[src/rtl/core/cvfm_pkg.sv]
// cvfm_pkg: shared types and constants of the cell voltage fault monitor
// no dependencies; imported by every module of the block except cvfm_ram
`default_nettype none

package cvfm_pkg;

  localparam int unsigned DEF_MODULES = 8;
  localparam int unsigned DEF_CELLS   = 16;

  localparam int unsigned MOD_W      = 3;
  localparam int unsigned CELL_W     = 4;
  localparam int unsigned VOLT_W     = 16;
  localparam int unsigned TIME_W     = 32;
  localparam int unsigned CFG_IDX_W  = 3;
  localparam int unsigned CFG_DATA_W = 32;

  typedef enum logic [CFG_IDX_W-1:0] {
    CFG_OVER_WARN     = 3'd0,
    CFG_OVER_FAULT    = 3'd1,
    CFG_OVER_MARGIN   = 3'd2,
    CFG_OVER_DELAY    = 3'd3,
    CFG_UNDER_WARN    = 3'd4,
    CFG_UNDER_FAULT   = 3'd5,
    CFG_UNDER_MARGIN  = 3'd6,
    CFG_UNDER_DELAY   = 3'd7
  } cfg_idx_e;

  typedef struct packed {
    logic [VOLT_W-1:0] over_warn;
    logic [VOLT_W-1:0] over_fault;
    logic [VOLT_W-1:0] over_margin;
    logic [TIME_W-1:0] over_delay;
    logic [VOLT_W-1:0] under_warn;
    logic [VOLT_W-1:0] under_fault;
    logic [VOLT_W-1:0] under_margin;
    logic [TIME_W-1:0] under_delay;
  } cfg_t;

  // per-cell record kept in the state memory
  typedef struct packed {
    logic              over_lat;
    logic              under_lat;
    logic [TIME_W-1:0] over_start;
    logic [TIME_W-1:0] under_start;
  } cell_rec_t;

  // outcome of one fault channel update
  typedef struct packed {
    logic [TIME_W-1:0] start;
    logic              flag;
    logic              latch;
    logic              release_ev;
  } chan_res_t;

endpackage

`default_nettype wire

[src/rtl/core/cvfm_cfg.sv]
// cvfm_cfg: threshold, margin and delay registers with their reset values
// depends on cvfm_pkg
`default_nettype none

module cvfm_cfg (
  input  wire logic                                clk_i,
  input  wire logic                                rst_ni,
  input  wire logic                                we_i,
  input  wire logic [cvfm_pkg::CFG_IDX_W-1:0]      index_i,
  input  wire logic [cvfm_pkg::CFG_DATA_W-1:0]     wdata_i,
  output cvfm_pkg::cfg_t                           cfg_o
);

  import cvfm_pkg::*;

  cfg_t cfg_q, cfg_d;

  always_comb begin
    cfg_d = cfg_q;
    if (we_i) begin
      case (cfg_idx_e'(index_i))
        CFG_OVER_WARN:    cfg_d.over_warn    = wdata_i[VOLT_W-1:0];
        CFG_OVER_FAULT:   cfg_d.over_fault   = wdata_i[VOLT_W-1:0];
        CFG_OVER_MARGIN:  cfg_d.over_margin  = wdata_i[VOLT_W-1:0];
        CFG_OVER_DELAY:   cfg_d.over_delay   = wdata_i[TIME_W-1:0];
        CFG_UNDER_WARN:   cfg_d.under_warn   = wdata_i[VOLT_W-1:0];
        CFG_UNDER_FAULT:  cfg_d.under_fault  = wdata_i[VOLT_W-1:0];
        CFG_UNDER_MARGIN: cfg_d.under_margin = wdata_i[VOLT_W-1:0];
        CFG_UNDER_DELAY:  cfg_d.under_delay  = wdata_i[TIME_W-1:0];
        default:          cfg_d = cfg_q;
      endcase
    end
  end

  always_ff @(posedge clk_i or negedge rst_ni) begin
    if (!rst_ni) begin
      cfg_q.over_warn    <= '1;
      cfg_q.over_fault   <= '1;
      cfg_q.over_margin  <= '0;
      cfg_q.over_delay   <= '0;
      cfg_q.under_warn   <= '0;
      cfg_q.under_fault  <= '0;
      cfg_q.under_margin <= '0;
      cfg_q.under_delay  <= '0;
    end else begin
      cfg_q <= cfg_d;
    end
  end

  assign cfg_o = cfg_q;

endmodule

`default_nettype wire

[config.mk]
export PLATFORM = sky130hd
export DESIGN_NAME = cvfm_cfg
export DESIGN_NICKNAME = d
export VERILOG_FILES = /design/src/rtl/core/cvfm_pkg.sv /design/src/rtl/core/cvfm_cfg.sv
export SDC_FILE = /design/constraint.sdc
export NUM_CORES = 1
export LEC_CHECK = 0
export ABC_AREA = 1
export BUFFER_PORTS_ARGS = -buffer_cell sky130_fd_sc_hd__buf_2
export CAP_MARGIN = 20
export CORE_MARGIN = 4
export CORE_UTILIZATION = 55
export DETAILED_ROUTE_END_ITERATION = 8
export PLACE_DENSITY = 0.95
export SYNTH_ARGS = -nofsm -noshare
export SYNTH_HDL_FRONTEND = slang
export SYNTH_SLANG_ARGS = --single-unit
export TNS_END_PERCENT = 5
[constraint.sdc]
create_clock -name clk_i -period 1.6 [get_ports clk_i]
set_clock_uncertainty 0.2 [all_clocks]
set_input_delay 0.16 -clock clk_i [delete_from_list [all_inputs] [get_ports clk_i]]
set_output_delay 0.16 -clock clk_i [all_outputs]
set_load 0.02 [all_outputs]
## Word-level counts from Yosys, hierarchy flattened

Cells that the tools add are included.

| cells by class | value |
|---|---|
| div/mod/pow operators | 0 |
| shift-type cells | 0 |
| reductions and logical operators | 9 |
| bitwise operators | 0 |
| mux-type cells | 0 |
| order comparisons | 0 |
| equal/unequal tests | 7 |
| add/sub/neg operators | 0 |
| multipliers | 0 |

Operator list:

| kind | count |
|---|---|
| 2-bit AND reduction | 8 |
| 3-bit equality test, second input constant | 4 |
| 3-bit by 2-bit equality test with 1-bit output, second input constant | 2 |
| 3-bit by 1-bit equality test with 1-bit output, second input constant | 1 |
| 3-bit logical NOT | 1 |

| storage, ports and cells | value |
|---|---|
| ROM bits | 0 |
| bits in latches | 0 |
| bits in writable memories | 0 |
| register bits after elaboration | 160 |
| input bits | 38 |
| word-level logic and storage cells | 24 |
| memories kept | 0 |
| output and inout port bits | 160 |

## Longest topological paths before layout

| depth | value |
|---|---|
| word-level depth | 2 |
| depth in mapped cells | 7 |

## Worst setup path after synthesis

OpenSTA, ideal clock, no wires.

| timing path | value |
|---|---|
| path type | input to register |
| start point | input port index_i[2] (netlist name) |
| end point | register cfg_q, in the netlist cfg_o[54] |
| cell stages on the path | 7 |
| data required time | 1.283 ns |
| slack | 0.364 ns |
| data arrival time | 0.919 ns |
| cell sequence | nand2_1 > inv_1 > buf_2 > nand2_1 > buf_2 > nand2_1 > nand2_1 |

| on the way | value |
|---|---|
| longest elaborated chain between the ends | 2 |

RTL lines:

| element | RTL line | RTL |
|---|---|---|
| start: declaration | cvfm_cfg.sv:9 | `input wire logic [cvfm_pkg::CFG_IDX_W-1:0] index_i,` |
| 3-bit equality test | cvfm_cfg.sv:21 | `case (cfg_idx_e'(index_i))` |
| 2-bit AND reduction (no line) | - |  |
| end signal: assignment | cvfm_cfg.sv:46 | `cfg_q <= cfg_d;` |
| end: declaration | cvfm_cfg.sv:16 | `cfg_t cfg_q, cfg_d;` |

No other way between the ends.
A chain may end at the register's enable or synchronous reset.

## Worst setup path after layout

| timing path | value |
|---|---|
| start point | register cfg_q, in the netlist cfg_o[135] |
| end point | output port cfg_o[135] (netlist name) |

RTL lines:

| element | RTL line | RTL |
|---|---|---|
| end: declaration | cvfm_cfg.sv:11 | `output cvfm_pkg::cfg_t cfg_o` |

No word-level cell between the ends.

==> results.yml <==
setup_path:
  worstPathArrival_ns: 1.14
  critPathKind: "flip-flop to output port"
  cp_max_fo: 2
  path_buf_inv: 1
  crit_path_start_kind: "flip-flop"
  required_ns: 1.24
  path_delay_family: "flip-flops"
  worstSetupEndpointType: "output port"
  slowest_stage: "dfstp_2"
  max_stage_delay_ns: 0.55
  crit_chain: "buf_2"
logic_synthesis:
  yosysTopAreaCell: "dfrtp_1"
  ys_types: 13
  seq_area_frac_synth_pct: 64.6
  syn_nets: 753
  postSynthCellCount: 715
  synthTopCellsByArea: "dfrtp_1 (51%), nand2_1 (26%), dfstp_2 (13%)"
  syn_avg_cell_area_sq_um: 8.75
  ys_ff_latch: 160
  synth_top_area_share_pct: 51.2
  netlist_area_sq_mm: 0.00626
  synth_warnings: 0
cells_and_area:
  seq_area_sq_mm: 0.00404
  largest_register_ffs: 160
  num-fill-cells: 717
  multiInputGateArea_sq_mm: 0.00199
  antennaDiodeCount: 0
  post-route-util_pct: 76.1
  layout_common_cells: "nand2_1 (427), buf_2 (196), dfrtp_1 (128)"
  final_net_count: 976
  finalInstanceArea_sq_mm: 0.00836
  drive_above_1_share_pct: 30.5
  final_common_cell: "nand2_1"
  synthToLayoutAreaGrowth_pct: 33.5
cts:
  cts_setup_buffers: 0
  clk_pin_slew_ns: 0.07
  cts_buffers: 17
  cts_resized: 0
  clockBufferDepth: 2
  clock-sinks: 160
  cts_root_buffer: "clkbuf_16"
  cts_tree: "yes"
  insertion_delay_ns: 0.42
  h-tree-depth: 4
sta:
  finalCritPeriodShare_pct: 93.6
  max_freq_mhz: 668
  slew-limit-headroom_pct: 63.9
  hold_viol: 0
  final.setup.tns_ns: 0
  slew_violations: 0
  rsz0062_at_grt: "false"
  fin_crit_ns: 1.50
  setup_ws_ns: 0.103
  setup_viol: 0
  worst_pin_slew_ns: 0.541
routing:
  via_per_inst: 5.35
  dr.pass1.iters: 5
  drtIter0Drc: 690
  ant_nets: 0
  drc: 0
  wl_per_cell_um: 17.7
  drt-total-wl_um: 19300
  vias: 5840
die:
  die_h_um: 115
  die_w_um: 115
  dieArea_sq_mm: 0.0131
  io_pins: 198
  core_area_sq_mm: 0.0110
  start_util_pct: 57.0
  rows: 38
min_path:
  hold_path.class: "input pin to flip-flop"
placement:
  post-dp-hpwl_um: 12600
  placed_area_sq_mm: 0.00745
  io_buffer_count: 197
  pre_cts_ws_ns: 0.0656
  gp_congestion: 0.859
job:
  maxCapViolations: 0
grt:
  grt_max_degree: 52
  antenna_found_initial: 0
  overflow: 0
  grt_pass1_wl_um: 30800
  grt_usage_pct: 30.5
  grt_pass1_vias: 5727
power:
  powerDensity_mw_per_mm2: 1460
  ir_worst_vdd_uv: 861
  leakage_nw: 4.76
  power.total_mw: 12.2
run_status:
  status: "finished clean"
kinds of logic after synthesis:
logic type / synth area share (%)
buffers and inverters: 3.84
DFF: 64.6
and+or+nand+nor: 31.5
worst reg2reg max path: stages (launching register included):
cell	delay, ns
dfstp_2	0.54
nand2_1	0.07
nand2_1	0.08
stage by stage:
step,instances,hold slack (ns)
finish,1091,0.0706
CTS,1091,0.0614
global route,1091,0.0960
global placement,1025,-0.167
detailed placement,1025,-0.167
floorplan,715,-0.336
cells in the mapped netlist:
cell type and count:
nand2_1 427, dfrtp_1 128, nand3_1 64, dfstp_2 32, buf_2 22, clkbuf_1 17
clkbuf_2 8, inv_1 5, nor2_1 5, nor2_2 3, nand2_2 2, buf_1 1
inv_2 1
power breakdown:
part | internal [mW] | switching [mW] | leakage (nW) | total [mW]
clock network | 2.09 | 1.75 | 0.268 | 3.84
registers | 4.92 | 0.456 | 1.95 | 5.37
logic | 0.960 | 2.06 | 2.55 | 3.02
area by class of cell:
cell class / count / area share [%]
Clock inverter: 13 / 1.44
Sequential cell: 160 / 48.4
Tap cell: 140 / 2.10
Inverter: 6 / 0.270
Clock buffer: 19 / 5.30
Timing Repair Buffer: 252 / 18.7
Multi-Input combinational cell: 501 / 23.8
final timing paths:
check / start / to / slack [ns] / cells after the start
max: cfg_o[135]$_DFFE_PN1P_ / cfg_o[135] / 0.10 / 1
min: we_i / cfg_o[83]$_DFFE_PN0P_ / 0.07 / 6
max reg2reg: cfg_o[148]$_DFFE_PN1P_ / cfg_o[148]$_DFFE_PN1P_ / 0.65 / 2
min reg2reg: cfg_o[146]$_DFFE_PN1P_ / cfg_o[146]$_DFFE_PN1P_ / 0.26 / 2
max in group asynchronous: rst_ni / cfg_o[145]$_DFFE_PN1P_ / 0.11 / 4
min in group asynchronous: rst_ni / cfg_o[70]$_DFFE_PN0P_ / 0.49 / 3
layer usage:
layer / vias to the layer above / track usage, % / part of all wire (%)
met3: 87 / 8.40 / 9.9
met1: 2731 / 37.8 / 36
met4: 0 / 17.0 / 5.2
li1: 2636 / - / -
met2: 386 / 48.3 / 49
met5: - / 0 / 0
what timing repair did:
item                                   4_1_cts  5_1_grt
hold buffers                                34        0
setup endpoints to repair                    0        0
endpoints found under the hold margin      320        0
(Power assumes the default switching activity.)
