[src/rtl/core/cvfm_pkg.sv]
// cvfm_pkg: shared types and constants of the cell voltage fault monitor
// no dependencies; imported by every module of the block except cvfm_ram
`default_nettype none

package cvfm_pkg;

  localparam int unsigned DEF_MODULES = 8;
  localparam int unsigned DEF_CELLS   = 16;

  localparam int unsigned MOD_W      = 3;
  localparam int unsigned CELL_W     = 4;
  localparam int unsigned VOLT_W     = 16;
  localparam int unsigned TIME_W     = 32;
  localparam int unsigned CFG_IDX_W  = 3;
  localparam int unsigned CFG_DATA_W = 32;

  typedef enum logic [CFG_IDX_W-1:0] {
    CFG_OVER_WARN     = 3'd0,
    CFG_OVER_FAULT    = 3'd1,
    CFG_OVER_MARGIN   = 3'd2,
    CFG_OVER_DELAY    = 3'd3,
    CFG_UNDER_WARN    = 3'd4,
    CFG_UNDER_FAULT   = 3'd5,
    CFG_UNDER_MARGIN  = 3'd6,
    CFG_UNDER_DELAY   = 3'd7
  } cfg_idx_e;

  typedef struct packed {
    logic [VOLT_W-1:0] over_warn;
    logic [VOLT_W-1:0] over_fault;
    logic [VOLT_W-1:0] over_margin;
    logic [TIME_W-1:0] over_delay;
    logic [VOLT_W-1:0] under_warn;
    logic [VOLT_W-1:0] under_fault;
    logic [VOLT_W-1:0] under_margin;
    logic [TIME_W-1:0] under_delay;
  } cfg_t;

  // per-cell record kept in the state memory
  typedef struct packed {
    logic              over_lat;
    logic              under_lat;
    logic [TIME_W-1:0] over_start;
    logic [TIME_W-1:0] under_start;
  } cell_rec_t;

  // outcome of one fault channel update
  typedef struct packed {
    logic [TIME_W-1:0] start;
    logic              flag;
    logic              latch;
    logic              release_ev;
  } chan_res_t;

endpackage

`default_nettype wire

[src/rtl/core/cvfm_chan.sv]
// cvfm_chan: one fault channel (timer start, latch and release) of one cell
// depends on cvfm_pkg
`default_nettype none

module cvfm_chan (
  input  wire logic                           cond_i,
  input  wire logic                           rel_i,
  input  wire logic [cvfm_pkg::TIME_W-1:0]    start_i,
  input  wire logic                           flag_i,
  input  wire logic [cvfm_pkg::TIME_W-1:0]    now_i,
  input  wire logic [cvfm_pkg::TIME_W-1:0]    delay_i,
  output cvfm_pkg::chan_res_t                 res_o
);

  import cvfm_pkg::*;

  logic [TIME_W-1:0] elapsed;

  // modulo 2^32 elapsed time
  assign elapsed = now_i - start_i;

  always_comb begin
    res_o.start      = start_i;
    res_o.flag       = flag_i;
    res_o.latch      = 1'b0;
    res_o.release_ev = 1'b0;
    if (cond_i) begin
      if (start_i == '0) begin
        res_o.start = now_i;
      end else if (elapsed > delay_i && !flag_i) begin
        res_o.flag  = 1'b1;
        res_o.latch = 1'b1;
      end
    end else begin
      res_o.start = '0;
      if (rel_i && flag_i) begin
        res_o.flag       = 1'b0;
        res_o.release_ev = 1'b1;
      end
    end
  end

endmodule

`default_nettype wire

[config.mk]
export PLATFORM = sky130hd
export DESIGN_NAME = cvfm_chan
export DESIGN_NICKNAME = d
export VERILOG_FILES = /design/src/rtl/core/cvfm_pkg.sv /design/src/rtl/core/cvfm_chan.sv
export SDC_FILE = /design/constraint.sdc
export NUM_CORES = 1
export LEC_CHECK = 0
export BUFFER_PORTS_ARGS = -buffer_cell sky130_fd_sc_hd__buf_2
export CORE_MARGIN = 10
export CORE_UTILIZATION = 45
export DETAILED_ROUTE_END_ITERATION = 12
export PLACE_DENSITY = 0.85
export SYNTH_ARGS = -nofsm -noshare
export SYNTH_HDL_FRONTEND = slang
export SYNTH_SLANG_ARGS = --single-unit
[constraint.sdc]
create_clock -name vclk -period 11.7
set_input_delay 2.34 -clock vclk [all_inputs]
set_output_delay 2.34 -clock vclk [all_outputs]
set_load 0.005 [all_outputs]
Yosys cells after proc, flatten, opt, wreduce, memory -nomap -nowiden
Index checks and enable logic that the tools add are counted.
{"block": "word_totals", "out_inout_bits": 35, "wordCells": 14, "latchBits": 0, "memories": 0, "romBits": 0, "reg_bits": 0, "mem_bits_rw": 0}
{"block": "classes", "multipliers": 0, "n_bitwise": 0, "n_reduce_logical": 4, "n_eq_ne": 0, "order_cmp": 1, "div_mod_pow": 0, "add_sub_neg": 1, "muxes": 8, "n_shift": 0}
{"cell": "2-to-1 mux 33 bit", "n": 1}
{"cell": "greater-than comparator 32 bit", "n": 1}
{"cell": "logical NOT 32 bit", "n": 1}
{"cell": "2-to-1 mux 32 bit", "n": 1}
{"cell": "subtractor 32 bit", "n": 1}
{"cell": "2-to-1 mux 1 bit", "n": 4}
{"cell": "2-to-1 mux 2 bit", "n": 2}
{"cell": "logical AND 1 bit", "n": 2}
{"cell": "logical NOT 1 bit", "n": 1}

Logic depth before layout (Yosys ltp)
Gate-level depths: netlist of run 1.
{"block": "logic_depth", "ltp_word": 6, "ltp_mapped": 17, "ltp_nobuf": 17}

Least setup slack after synthesis of run 1
OpenSTA, ideal clock, no wires.
{"block": "synth_path", "path_kind": "input -> output", "startpoint": "input port now_i[0] (netlist name)", "endpoint": "output port res_o[1] (netlist name)", "n_path_buf": 0, "slack_ns": 3.806, "stages": 17, "t_required_ns": 9.360, "t_arrival_ns": 5.554, "cell_sequence": "inv_1 > ha_1 > inv_1 > fa_1 > a21o_1 > a221oi_2 > o31ai_4 > a21boi_2 > o211a_1 > xnor2_1 > ha_1 > nand4_1 > nor4_1 > nand4_1 > nor4b_1 > o21ai_0 > a21oi_1"}
{"element": "from (decl)", "line_no": "cvfm_chan.sv:10", "source": "input wire logic [cvfm_pkg::TIME_W-1:0] now_i,"}
{"element": "to (decl)", "line_no": "cvfm_chan.sv:12", "source": "output cvfm_pkg::chan_res_t res_o"}

==> results by group, run 1 <==
Timing
  • Final setup viols: 0
  • Setup TNS: 0 ns
  • Final Max Slew Viols: 0
  • Max-slew headroom: between 60% and 70%
  • Setup slack after layout: 3.14 ns
  • Final worst-path cycle share: 73.2%
  • Final hold violation count: 0
  • Worst slew pin tran: just over 0.5 ns
  • RSZ-0062 raised after global routing: false
  • Minimum clock period: approximately 8.6 ns
  • Max Fclk: around 120 MHz

Placement
  • DP Worst Slack: 3.19 ns
  • Gpl congestion: about 1
  • Post-DP Area: between 0.004 and 0.005 mm^2
  • Port bufs: between 100 and 150
  • DP Wirelength: 10.3 mm

Layout
  • Register area: 0 um^2
  • Layout area overhead: 19.8%
  • # diodes: 0
  • Design area: slightly above 0.004 mm^2
  • Clk_buf instances: 0
  • Seq cells: 0
  • Layout cells sized above 1: 24.3%
  • Final #Nets: roughly 770
  • FILL cells: 730

Global routing
  • Total GRT Usage: approximately 19%
  • Largest net degree at the start of global routing: 37
  • GRT overflow: 0
  • First-pass GRT wire length: approximately 19 mm
  • Initial antenna violation count: 0
  • Vias in the first global route: slightly above 4000

Synth
  • Post-Synthesis Cells: ~490
  • Main combinational cell family by area after synthesis: compound AO/OA/AOI/OAI gates
  • Synth top area cells: ha_1 (23%), a21oi_1 (10%), inv_1 (7.8%)
  • Mean Syn Cell Area: slightly below 7 um^2
  • Multiplexer share of the synthesized area: 0%
  • Post-Synth Adder-Cell Area: between 20% and 30%
  • Compound-Gate Fraction of Synth Area: between 30% and 40%
  • Mapped Nets: between 600 and 700
  • Simple-Gate Fraction of Synth Area: between 20% and 30%
  • Yosys top cell area share: a little under a quarter
  • Synth Area in XOR/XNOR: 7.28%
  • Synth cell types: a little over 60
  • Post-synthesis sequential area ratio: 0%
  • Yosys top cell by area: ha_1
  • Cell Area, Synth: approximately 0.0034 mm^2
  • Warnings, synthesis: 0

Pwr
  • VDD IR max: roughly 19 uV
  • Comb pwr share: 100.0%
  • Sw frac: between 50% and 60%
  • Clock power frac: 0%
  • Sequential power share: 0%
  • Net switching power figure: between 100 and 150 uW
  • PwrDens: around 54 mW/mm^2
  • Leakage power total: between 0.002 and 0.0025 uW
  • Pint: between 90 and 100 uW

Routing
  • Routed WL: approximately 12 mm
  • Routed WL per cell: about 17 um
  • Via count: 4058
  • Post-route DRC violation count: 0
  • Vias/cell: around 5.8
  • Post-route ant nets: 0
  • DR iter-0 viols: 270
  • Router iterations before antenna repair: 5

Clocking
  • CTS resizes: 0
  • Post-CTS Setup Inserts: 0
  • CTS Hold Buffers Added: 0

Setup path
  • Worst EP required: 9.36 ns
  • WP data arrival: ~6.2 ns
  • Crit end category: output port
  • Kind of start point of the critical path: input pin
  • Worst Setup Path Type: in -> out
  • Peak fanout along the critical path: 6

Die
  • Die W: between 100 and 150 um
  • Initial core utilization: about 46%
  • Row Count: 31
  • Die Y: 107 um
  • Core ar.: between 0.007 and 0.008 mm^2
  • Die footprint: roughly 0.011 mm^2
  • Num ports: between 100 and 150

Worst hold path
  • Hold depth: 3
  • Hold EP: res_o[1]
  • Hold Crit Class: in -> out
  • Worst Hold Launch: flag_i

Job
  • MaxCap Viol Count: 0

Outcome
  • Outcome: complete, no violations
-- kinds of logic after synthesis --
logic type	count (synthesis)
buf+inv	92
xor+xnor	28
fa+ha+maj	64
simple gates	140
compound gates	169
-- synthesized netlist by cell type (2+ instances only) --
library cell and instances:
inv_1 70, a41o_1 3, a21o_1 12, a221o_1 5, o2111ai_1 3, o21a_1 9
buf_6 6, a211oi_1 3, o211a_1 2, a21oi_1 70, nand4_1 15, nor4_1 10
nand2b_1 6, o31ai_1 2, a22oi_1 2, a311oi_1 2, and4_1 7, ha_1 63
o21ai_1 2, a211o_1 2, o211ai_1 6, a211oi_2 2, xnor2_1 15, nor2_1 12
and2_1 2, buf_2 5, nor2b_1 32, xor2_1 13, or3_1 2, nor4b_1 2
clkbuf_1 10, nor3_1 6, a31oi_1 3, o21ai_0 22, nor3b_1 2, nand2_1 29
nand3_1 6, o21bai_1 5, a31o_2 2
-- power groups by stage --
stage | clock, uW | sequential, uW | combinational [uW]
after global routing | 0 | 0 | 244
after floorplan | 0 | 0 | 151
after CTS | 0 | 0 | 215
after global placement | 0 | 0 | 205
final | 0 | 0 | 217
after detailed placement | 0 | 0 | 214
-- through the flow --
| step | power [uW] | hold WS [ns] | util, % | cells |
|---|---|---|---|---|
| 3_3_place_gp | 205 | 4.93 | 55.6 | 705 |
| 6_report | 217 | 4.94 | 55.6 | 705 |
| 2_1_floorplan | 151 | 4.71 | - | 493 |
| 5_1_grt | 244 | 4.98 | 55.6 | 705 |
| 3_5_place_dp | 214 | 4.94 | 55.6 | 705 |
| 4_1_cts | 215 | 4.94 | 55.6 | 705 |
-- layout by cell type, fill, tap and decap left out, types with 3 or more instances in the layout --
cell and n:
buf_2 134, a21oi_1 70, inv_1 70, ha_1 63
nor2b_1 32, nand2_1 29, o21ai_0 22, nand4_1 15
xnor2_1 15, xor2_1 13, a21o_1 12, nor2_1 11
nor4_1 10, o21a_1 9, and4_1 7, nand2b_1 6
o211ai_1 6, nor3_1 6, nand3_1 6, a221o_1 5
o21bai_1 5, a211oi_1 3, a41o_1 3, o2111ai_1 3
a31oi_1 3
-- worst max path at each step --
stage,from,end,slack [ns],cells after the start
finish,now_i[0],res_o[1],3.14,19
global route,now_i[0],res_o[1],2.69,19
CTS,now_i[0],res_o[1],3.17,19
detailed placement,now_i[0],res_o[1],3.19,19
global placement,now_i[0],res_o[1],3.36,19
floorplan,now_i[0],res_o[1],3.81,17
-- final cells by class --
cell class | count | area (um^2) | share of cell area (%)
Inverter | 70 | 263 | 6.51
Timing Repair Buffer | 135 | 678 | 16.8
Tap cell | 99 | 124 | 3.07
Multi-Input combinational cell | 401 | 2970 | 73.6
-- worst max-delay path, stage by stage --
cell and delay (ns):
buf_2 0.10, inv_1 0.07, ha_1 0.16, inv_1 0.05, fa_1 0.42, a21o_1 0.20
a221oi_2 0.41, o31ai_4 0.17, a21boi_2 0.26, o211a_1 0.21, xnor2_1 0.06, ha_1 0.31
nand4_1 0.12, nor4_1 0.40, nand4_1 0.19, nor4b_1 0.29, o21ai_0 0.16, a21oi_1 0.16
buf_2 0.13
-- per-layer routing --
layer  up-vias  global-route usage, %  part of all wire [%]
met4         0                   1.06                  0.70
met5         -                      0                     0
met1      1836                   25.2                    43
met3        11                   2.66                   8.5
li1       2033                      -                     -
met2       178                   33.8                    48
(Power assumes the default switching activity.)
==> run 2: changes to the inputs <==
--- a/config.mk
+++ b/config.mk
@@ -5,11 +5,12 @@
 export SDC_FILE = /design/constraint.sdc
 export NUM_CORES = 1
 export LEC_CHECK = 0
+export ABC_AREA = 1
 export BUFFER_PORTS_ARGS = -buffer_cell sky130_fd_sc_hd__buf_2
 export CORE_MARGIN = 10
 export CORE_UTILIZATION = 45
 export DETAILED_ROUTE_END_ITERATION = 12
-export PLACE_DENSITY = 0.85
+export PLACE_DENSITY = 0.84
 export SYNTH_ARGS = -nofsm -noshare
 export SYNTH_HDL_FRONTEND = slang
 export SYNTH_SLANG_ARGS = --single-unit
==> constraint.sdc (replaced) <==
create_clock -name vclk -period 8.9
set_input_delay 1.78 -clock vclk [all_inputs]
set_output_delay 1.78 -clock vclk [all_outputs]
set_load 0.005 [all_outputs]
==> run 2 against run 1 <==
Against the previous run:
- via count grew 11%
- critical path depth is 9 higher
- power grew 28%
- final cell count is 29% higher
- die area is 3.7% higher
- synthesized area grew 4.5%
- routed wire length decreased by 1.3%
- first-iteration DRC count down 9.6%
- sequential share of layout area stayed put
- non-clock buffer count is 1 lower
- critical path type unchanged
- largest power group unchanged
==> results by group, run 2 <==
Setup path
  • WP data arrival: 4.73 ns (was 6.22 ns)
  • Worst EP required: 7.12 ns (was 9.36 ns)
  • CP Buf/Inv Count: 6 (was 4)
  • Worst path max stage delay: 0.44 ns (was 0.42 ns)
  • Peak fanout along the critical path: 3 (was 6)
  • Slowest cell on the critical path: fa_1 (unchanged)
  • Kind of start point of the critical path: input pin (unchanged)
  • Worst path top cell family by delay: simple AND/OR/NAND/NOR gates (was compound AO/OA/AOI/OAI gates)
  • Worst Setup Path Type: in -> out (unchanged)
  • Most frequent CP cell: nand2_1
  • Crit end category: output port (unchanged)

Layout
  • Final #Nets: 971 (was 771)
  • FILL cells: 875 (was 730)
  • Register area: 0 um^2 (unchanged)
  • Commonest non-fill, non-tap cell in the layout: nand2_1 (was buf_2)
  • Most frequent cells in the layout: nand2_1 (220), inv_1 (138), buf_2 (134), a21oi_1 (77), ha_1 (63) (was buf_2 (134), a21oi_1 (70), inv_1 (70), ha_1 (63), nor2b_1 (32))
  • Clk_buf instances: 0 (unchanged)
  • # diodes: 0 (unchanged)
  • Layout cells sized above 1: 18.1% (was 24.3%)
  • Seq cells: 0 (unchanged)
  • Layout area overhead: 21.4% (was 19.8%)

Synth
  • Simple-Gate Fraction of Synth Area: 40.7% (was 23.8%)
  • Mean Syn Cell Area: 5.19 um^2 (was 6.83 um^2)
  • Mapped Nets: 841 (was 656)
  • Compound-Gate Fraction of Synth Area: 15.7% (was 33.1%)
  • Cell Area, Synth: 0.00352 mm^2 (was 0.00337 mm^2)
  • Warnings, synthesis: 0 (unchanged)
  • Yosys top cell area share: 23.5% (was 23.4%)
  • Yosys top cell by area: nand2_1 (was ha_1)
  • Multiplexer share of the synthesized area: 0% (unchanged)
  • Synth Area in XOR/XNOR: 4.73% (was 7.28%)
  • Most frequent cells after synthesis: nand2_1 (220), inv_1 (138), a21oi_1 (77), ha_1 (63), nor2_1 (57) (was a21oi_1 (70), inv_1 (70), ha_1 (63), nor2b_1 (32), nand2_1 (29))
  • Count leader, synth: nand2_1
  • Synth cell types: 27 (was 62)
  • Synth top area cells: nand2_1 (23%), ha_1 (22%), inv_1 (15%) (was ha_1 (23%), a21oi_1 (10%), inv_1 (7.8%))
  • Post-Synthesis Cells: 678 (was 493)
  • Main combinational cell family by area after synthesis: simple AND/OR/NAND/NOR gates (was compound AO/OA/AOI/OAI gates)
  • Post-synthesis sequential area ratio: 0% (unchanged)
  • Post-Synth Adder-Cell Area: 23.0% (was 24.0%)

Routing
  • Via count: 4504 (was 4058)
  • Routed WL per cell: 12.6 um (was 16.5 um)
  • Router iterations before antenna repair: 5 (unchanged)
  • Post-route DRC violation count: 0 (unchanged)
  • Vias/cell: 4.96 (was 5.76)
  • Routed WL: 11.5 mm (was 11.6 mm)
  • DR iter-0 viols: 244 (was 270)
  • Post-route ant nets: 0 (unchanged)

Die
  • Core ar.: 0.00769 mm^2 (was 0.00725 mm^2)
  • Initial core utilization: 45.8% (was 46.4%)
  • Die Y: 108 um (was 107 um)
  • Row Count: 32 (was 31)
  • Die footprint: 0.0118 mm^2 (was 0.0113 mm^2)
  • Die W: 108 um (was 107 um)
  • Num ports: 134 (unchanged)

Global routing
  • Initial antenna violation count: 0 (unchanged)
  • Total GRT Usage: 18.2% (was 19.2%)
  • Largest net degree at the start of global routing: 34 (was 37)
  • GRT overflow: 0 (unchanged)
  • Vias in the first global route: 4199 (was 4095)
  • First-pass GRT wire length: 18.5 mm (was 19.1 mm)

Clocking
  • CTS resizes: 0 (unchanged)
  • CTS Hold Buffers Added: 0 (unchanged)
  • Post-CTS Setup Inserts: 0 (unchanged)

Pwr
  • Pint: 109 uW (was 94.8 uW)
  • PwrDens: 64.9 mW/mm^2 (was 53.8 mW/mm^2)
  • Leakage power total: 0.00266 uW (was 0.00214 uW)
  • VDD IR max: 27.6 uV (was 19.5 uV)
  • Sw frac: 60.7% (was 56.3%)
  • Net switching power figure: 168 uW (was 122 uW)
  • Total Power: 277 uW (was 217 uW)
  • Comb pwr share: 100.0% (about the same)
  • Clock power frac: 0% (about the same)
  • Sequential power share: 0% (about the same)

Timing
  • RSZ-0062 raised after global routing: false (unchanged)
  • Setup TNS: 0 ns (unchanged)
  • Minimum clock period: between 6 and 7 ns
  • Final Max Slew Viols: 0 (unchanged)
  • Worst slew pin tran: 1.07 ns (was 0.509 ns)
  • Max-slew headroom: 28.7% (was 65.9%)
  • Final setup viols: 0 (unchanged)
  • Max Fclk: ~150 MHz
  • Final worst-path cycle share: between 70% and 80%
  • Setup slack after layout: 2.39 ns (was 3.14 ns)
  • Final hold violation count: 0 (unchanged)

Outcome
  • Outcome: complete, no violations (unchanged)

Placement
  • Port bufs: 134 (unchanged)
  • DP Wirelength: 10.0 mm (was 10.3 mm)
  • DP Worst Slack: 2.43 ns (was 3.19 ns)
  • Gpl congestion: 0.983 (was 0.981)

Job
  • MaxCap Viol Count: 0 (unchanged)

Worst hold path
  • Hold Crit Class: in -> out (unchanged)
## run 2: changes by cell type after synthesis, sizes merged, moves of 14 or more
cell	previous run	this run
nand2	29	226
nand3	6	32
nor2	12	60
nor2b	32	0
inv	70	138
xnor2	15	1
## run 2: kinds of logic (layout without fill, tap and decap cells)
logic type,after synthesis,count (layout)
buf+inv,144,272
simple gates,345,345
xor+xnor,19,19
fa+ha+maj,64,64
compound gates,106,106
## run 2: layout make-up
type                       count  area, um^2  area share [%]
tap                          102         128            2.99
timing repair buffer         134         671            15.7
multi-input combinational    534        2960            69.2
inverter                     138         518            12.1
## run 2: routing by layer
layer	routed length, um	track usage, %
met5	0	0
met1	5390	25.4
met2	4940	29.3
met4	120	2.54
met3	1030	2.91
## run 2: path summary, 6_finish.rpt
path | endpoint | depth (start not counted) | start
max | res_o[2] | 28 | now_i[0]
min | res_o[1] | 3 | flag_i
## run 2: per-stage QoR
stage / hold slack, ns / instance area [um^2] / util, % / cells
6_report: 3.81 / 4270 / 55.6 / 908
5_1_grt: 3.84 / 4270 / 55.6 / 908
4_1_cts: 3.82 / 4270 / 55.6 / 908
3_5_place_dp: 3.81 / 4270 / 55.6 / 908
3_3_place_gp: 3.81 / 4270 / 55.6 / 908
2_1_floorplan: 3.59 / 3520 / - / 678
## run 2: power groups by stage
stage	Sequential, uW	Combinational [uW]	Clock, uW
floorplan	0	191	0
global placement	0	270	0
detailed placement	0	273	0
CTS	0	274	0
global route	0	319	0
finish	0	277	0
